[src/rtl/core/point_light_shading_factor_unit_macros.svh]
// Assertion helpers shared by the shading pipeline.
`ifndef POINT_LIGHT_SHADING_FACTOR_UNIT_MACROS_SVH
`define POINT_LIGHT_SHADING_FACTOR_UNIT_MACROS_SVH
// Implication checked on every rising clock edge outside reset.
`define PLS_ASSERT_IMP(lbl, clk, rstn, ante, cons) \
  lbl: assert property (@(posedge clk) disable iff (!rstn) (ante) |-> (cons)) \
    else $error("assertion failed");
// Implication whose consequence is checked in the cycle after the antecedent.
`define PLS_ASSERT_NXT(lbl, clk, rstn, ante, cons) \
  lbl: assert property (@(posedge clk) disable iff (!rstn) (ante) |=> (cons)) \
    else $error("assertion failed");
`endif

[src/rtl/core/pls_pkg.sv]
package pls_pkg;
  localparam int unsigned CoordFracBits = 16;
  localparam int unsigned FifoDepth = 4;
  localparam logic [7:0] ChanMax = 8'd255;
  localparam logic [2:0] RegPosX = 3'd0;
  localparam logic [2:0] RegPosY = 3'd1;
  localparam logic [2:0] RegPosZ = 3'd2;
  localparam logic [2:0] RegIntensity = 3'd3;
  localparam logic [2:0] RegCutoff = 3'd4;
  localparam logic [2:0] RegSoftness = 3'd5;
  localparam logic [2:0] RegColor = 3'd6;
  localparam logic [2:0] RegDomains = 3'd7;

  // Classification of one item made in the front part.
  typedef enum logic [1:0] {
    KindBlack = 2'd0,
    KindFull  = 2'd1,
    KindLit   = 2'd2
  } kind_e;

  // One classified beat handed from front to back.
  typedef struct packed {
    kind_e        kind;
    logic [63:0]  sq;
    logic [48:0]  num;  // delta.n clamped at zero, nonnegative
  } work_t;

  typedef struct packed {
    logic [31:0] intensity;
    logic [16:0] softness;
    logic [23:0] color;
  } light_t;
endpackage

[src/rtl/core/pls_fifo.sv]
module pls_fifo #(
  parameter int unsigned Depth = pls_pkg::FifoDepth
) (
  input  logic           clk_i,
  input  logic           rst_ni,
  input  logic           valid_i,
  output logic           ready_o,
  input  pls_pkg::work_t data_i,
  output logic           valid_o,
  input  logic           ready_i,
  output pls_pkg::work_t data_o
);
  import pls_pkg::*;
  localparam int unsigned Aw = (Depth > 1) ? $clog2(Depth) : 1;

  work_t           mem_q [Depth];
  logic [Aw-1:0]   wp_q, rp_q;
  logic [Aw:0]     cnt_q;
  logic            push, pop;

  assign ready_o = cnt_q != (Aw+1)'(Depth);
  assign valid_o = cnt_q != '0;
  assign push = valid_i && ready_o;
  assign pop = valid_o && ready_i;
  assign data_o = mem_q[rp_q];

  always_ff @(posedge clk_i or negedge rst_ni) begin
    if (!rst_ni) begin
      wp_q <= '0;
      rp_q <= '0;
      cnt_q <= '0;
    end else begin
      if (push) wp_q <= (wp_q == Aw'(Depth - 1)) ? '0 : wp_q + 1'b1;
      if (pop) rp_q <= (rp_q == Aw'(Depth - 1)) ? '0 : rp_q + 1'b1;
      cnt_q <= cnt_q + (Aw+1)'(push) - (Aw+1)'(pop);
    end
  end

  always_ff @(posedge clk_i) begin
    if (push) mem_q[wp_q] <= data_i;
  end
endmodule

[config.mk]
export PLATFORM = sky130hd
export DESIGN_NAME = pls_fifo
export DESIGN_NICKNAME = d
export VERILOG_FILES = /design/src/rtl/core/point_light_shading_factor_unit_macros.svh /design/src/rtl/core/pls_pkg.sv /design/src/rtl/core/pls_fifo.sv
export SDC_FILE = /design/constraint.sdc
export NUM_CORES = 1
export LEC_CHECK = 0
export BUFFER_PORTS_ARGS = -buffer_cell sky130_fd_sc_hd__buf_2
export CAP_MARGIN = 20
export CORE_MARGIN = 5
export CORE_UTILIZATION = 40
export CTS_CLUSTER_DIAMETER = 80
export CTS_CLUSTER_SIZE = 30
export DETAILED_ROUTE_END_ITERATION = 16
export GPL_TIMING_DRIVEN = 0
export SKIP_CTS_REPAIR_TIMING = 1
export SYNTH_ARGS = -nofsm -noshare
export SYNTH_HDL_FRONTEND = slang
export SYNTH_SLANG_ARGS = --single-unit
[constraint.sdc]
create_clock -name clk_i -period 3.65 [get_ports clk_i]
set_input_delay 0.73 -clock clk_i [delete_from_list [all_inputs] [get_ports clk_i]]
set_output_delay 0.73 -clock clk_i [all_outputs]
set_load 0.02 [all_outputs]
==> metrics.cfg <==
[run_status]
status = completed

[power]
switchingPower_w = 0.005465
pwr-share-clk = 0.198
static-leakage-power_nw = 6.699
p_sw_frac = 0.3367
internal_power_w = 0.01077
p_total_w = 0.01623
p_per_area_mw_per_mm2 = 813.6
p_seq_frac = 0.447
pwr-share-comb = 0.355
vdd_drop_max_mv = 0.5822

[routing]
ant_nets = 0
firstDrtPassIters = 4
wirelength_um = 33170
wl_per_cell_um = 22.63
drc = 0
viasPerCell = 5.091
drtIter0Drc = 521
num_vias = 7464

[finish]
fin_area_mm2 = 0.01995
drive_gt1_frac = 0.4622
fillers = 3486
fin_nets = 1036
area_growth_pct = 17.30
final_core_util = 0.4746

[synthesis]
synth_nets = 766
yosys-top-cells-count = edfxtp_1 (460), mux4_2 (115), buf_2 (14)
async_flop_share = 0.01499
ys.flop_type = edfxtp_1
ys.warnings.count = 0
ys_top_cells_by_area = edfxtp_1 (81%), mux4_2 (15%), dfrtp_1 (1.0%), ha_1 (0.51%), buf_2 (0.41%)
synth_cells = 639
syn_area_per_cell_um2 = 26.62
yosysTopAreaCell = edfxtp_1
yosysSeqAreaShare = 0.8225
ys_seq_elements = 467
synth_edf_count = 460
synth.most_common_cell = edfxtp_1
synth_cell_types = 19
syn_area_mm2 = 0.01701
synth_top_area_frac = 0.8122

[critical_path]
worstSetupEndpointType = output pin
cp_data_arrival_time_ns = 2.45
crit_path_cell_trace = buf_2, clkbuf_1, mux4_2, buf_2
critical_path_class = flip-flop to output pin
crit_fanout = 10
critPathMaxStageDelay_ns = 0.59
critPathRequiredTime_ns = 2.92
crit_top_cell = buf_2
crit_slowest_cell = clkbuf_1
startpoint_type = flip-flop

[grt]
grt_overflow = 0
grt_max_degree = 55
antenna_found_initial = 5
grt.total_usage = 0.1394
first_global_vias = 8113
grt_pass1_wl_um = 50030

[min_path]
hold_class = input port to flip-flop

[placement]
gp_congestion = 0.6670
io_buffers = 235
hpwl_um = 21170
place_area_mm2 = 0.01909
dpl_worst_slack_ns = 1.003

[clock_network]
htreeDepth = 1
cts_tree = done
path_clk_slew_ns = 0.10
cts_buffers = 24
cts_root_buf = clkbuf_16
clock-sinks = 467
clk_latency_ns = 0.57
cts_buffer_depth = 3

[floorplan]
die_w_um = 216.2
die-area_mm2 = 0.04674
num_rows = 75
core_mm2 = 0.04204
start_util = 0.4046
die_h_um = 216.2
io_pins = 236

[sta]
finalHoldViolations = 0
worst_slack_ns = 0.4728
finalCritPeriodShare = 0.8705
setup_viol_count_final = 0
drv_slew = 0
post-route-min-period_ns = 3.177
rsz0062_at_grt = false
finalClockSkew_ns = 0.03389
fmax_ghz = 0.3147
worst-slew-pin-transition_ns = 0.7349
relSlewSlack = 0.5101

[flow_run]
cap_violations = 0

final timing paths:
path / cells past startpoint / slack (ns) / endpoint / startpoint
worst max-delay path: 4 / 0.47 / data_o[74] / rp_q[1]
worst min-delay path: 1 / 0.36 / mem_q[3][8] / data_i[8]
worst max register to register: 10 / 1.19 / cnt_q[2] / cnt_q[1]
worst min register to register: 1 / 0.52 / cnt_q[2] / cnt_q[2]
max in group asynchronous: 2 / 2.98 / cnt_q[2] / rst_ni
min in group asynchronous: 2 / 0.51 / rp_q[1] / rst_ni
worst max-delay path: cells and delay by family, from the launching register on:
family	cells	cell delay (ns)
flops	1	0.36
buf+inv	3	1.05
mux	1	0.44
logic make-up (layout without fill, tap and decap cells):
group	after synthesis	after routing	share of synthesized area
AND/OR/NAND/NOR	10	10	0.004046
XOR/XNOR	2	2	0.001030
buffers and inverters	33	320	0.01074
flip-flops	467	467	0.8225
other	0	1	0
multiplexers	119	119	0.1554
adder cells (fa/ha/maj)	8	8	0.006327
flip-flops by register name, indices dropped and copies added (netlist names):
signal and count:
cnt_q 3, mem_q 460, rp_q 2, wp_q 2
layer usage:
layer,wire length (µm),GRT usage,vias up
met5,74,0,-
met4,500,0.02968,10
met3,1887,0.03321,41
met2,16410,0.2312,155
met1,14310,0.1913,3964
li1,-,-,3294
metrics by stage:
step | setup TNS [ns] | instances | hold WS, ns
after detailed placement | 0 | 1421 | 0.4923
after global placement | -129.09 | 1413 | 0.4840
after floorplan | 0 | 639 | 0.4344
after global routing | 0 | 1465 | 0.3231
final | 0 | 1466 | 0.3637
after CTS | 0 | 1464 | -0.06592
power by group through the flow:
stage / Sequential (W) / Clock [W] / Combinational, W
floorplan: 0.00738 / 0 / 0.00384
global placement: 0.00748 / 0 / 0.00576
detailed placement: 0.00740 / 0 / 0.00595
CTS: 0.00728 / 0.00333 / 0.00597
global route: 0.00735 / 0.00354 / 0.00621
finish: 0.00726 / 0.00321 / 0.00576
cells in the final DEF, fill, tap and decap left out:
cell type	synthesis	layout
diode_2	0	1
mux2_4	2	2
clkbuf_16	0	24
ha_1	7	7
clkinv_16	0	1
xnor2_1	2	2
mux4_2	115	115
clkinvlp_4	0	1
fa_1	1	1
and3_4	0	4
clkbuf_1	6	9
dfrtp_1	7	7
buf_4	1	1
dlygate4sd3_1	0	1
clkinv_8	0	1
inv_8	0	3
nand2_1	1	1
inv_1	7	7
mux2_2	2	2
or3b_4	1	1
buf_16	0	8
nor2_1	2	2
clkinv_4	0	2
buf_6	5	5
inv_12	0	1
buf_2	14	249
or3_2	1	1
inv_16	0	3
edfxtp_1	460	460
and2_4	1	1
clkinv_1	0	1
inv_6	0	2
bufinv_16	0	1
cell type report:
type | instances | area (µm²) | area share
inverter | 7 | 26.28 | 0.001317
tap | 539 | 674.4 | 0.03380
antenna | 1 | 2.502 | 0.0001254
sequential | 467 | 13990 | 0.7012
clock buffer | 27 | 611.8 | 0.03067
clock inverter | 16 | 232.7 | 0.01167
buffer | 26 | 156.4 | 0.007839
timing repair buffer | 244 | 1406 | 0.07049
multi-input combinational | 139 | 2851 | 0.1429
(Power assumes the default switching activity.)
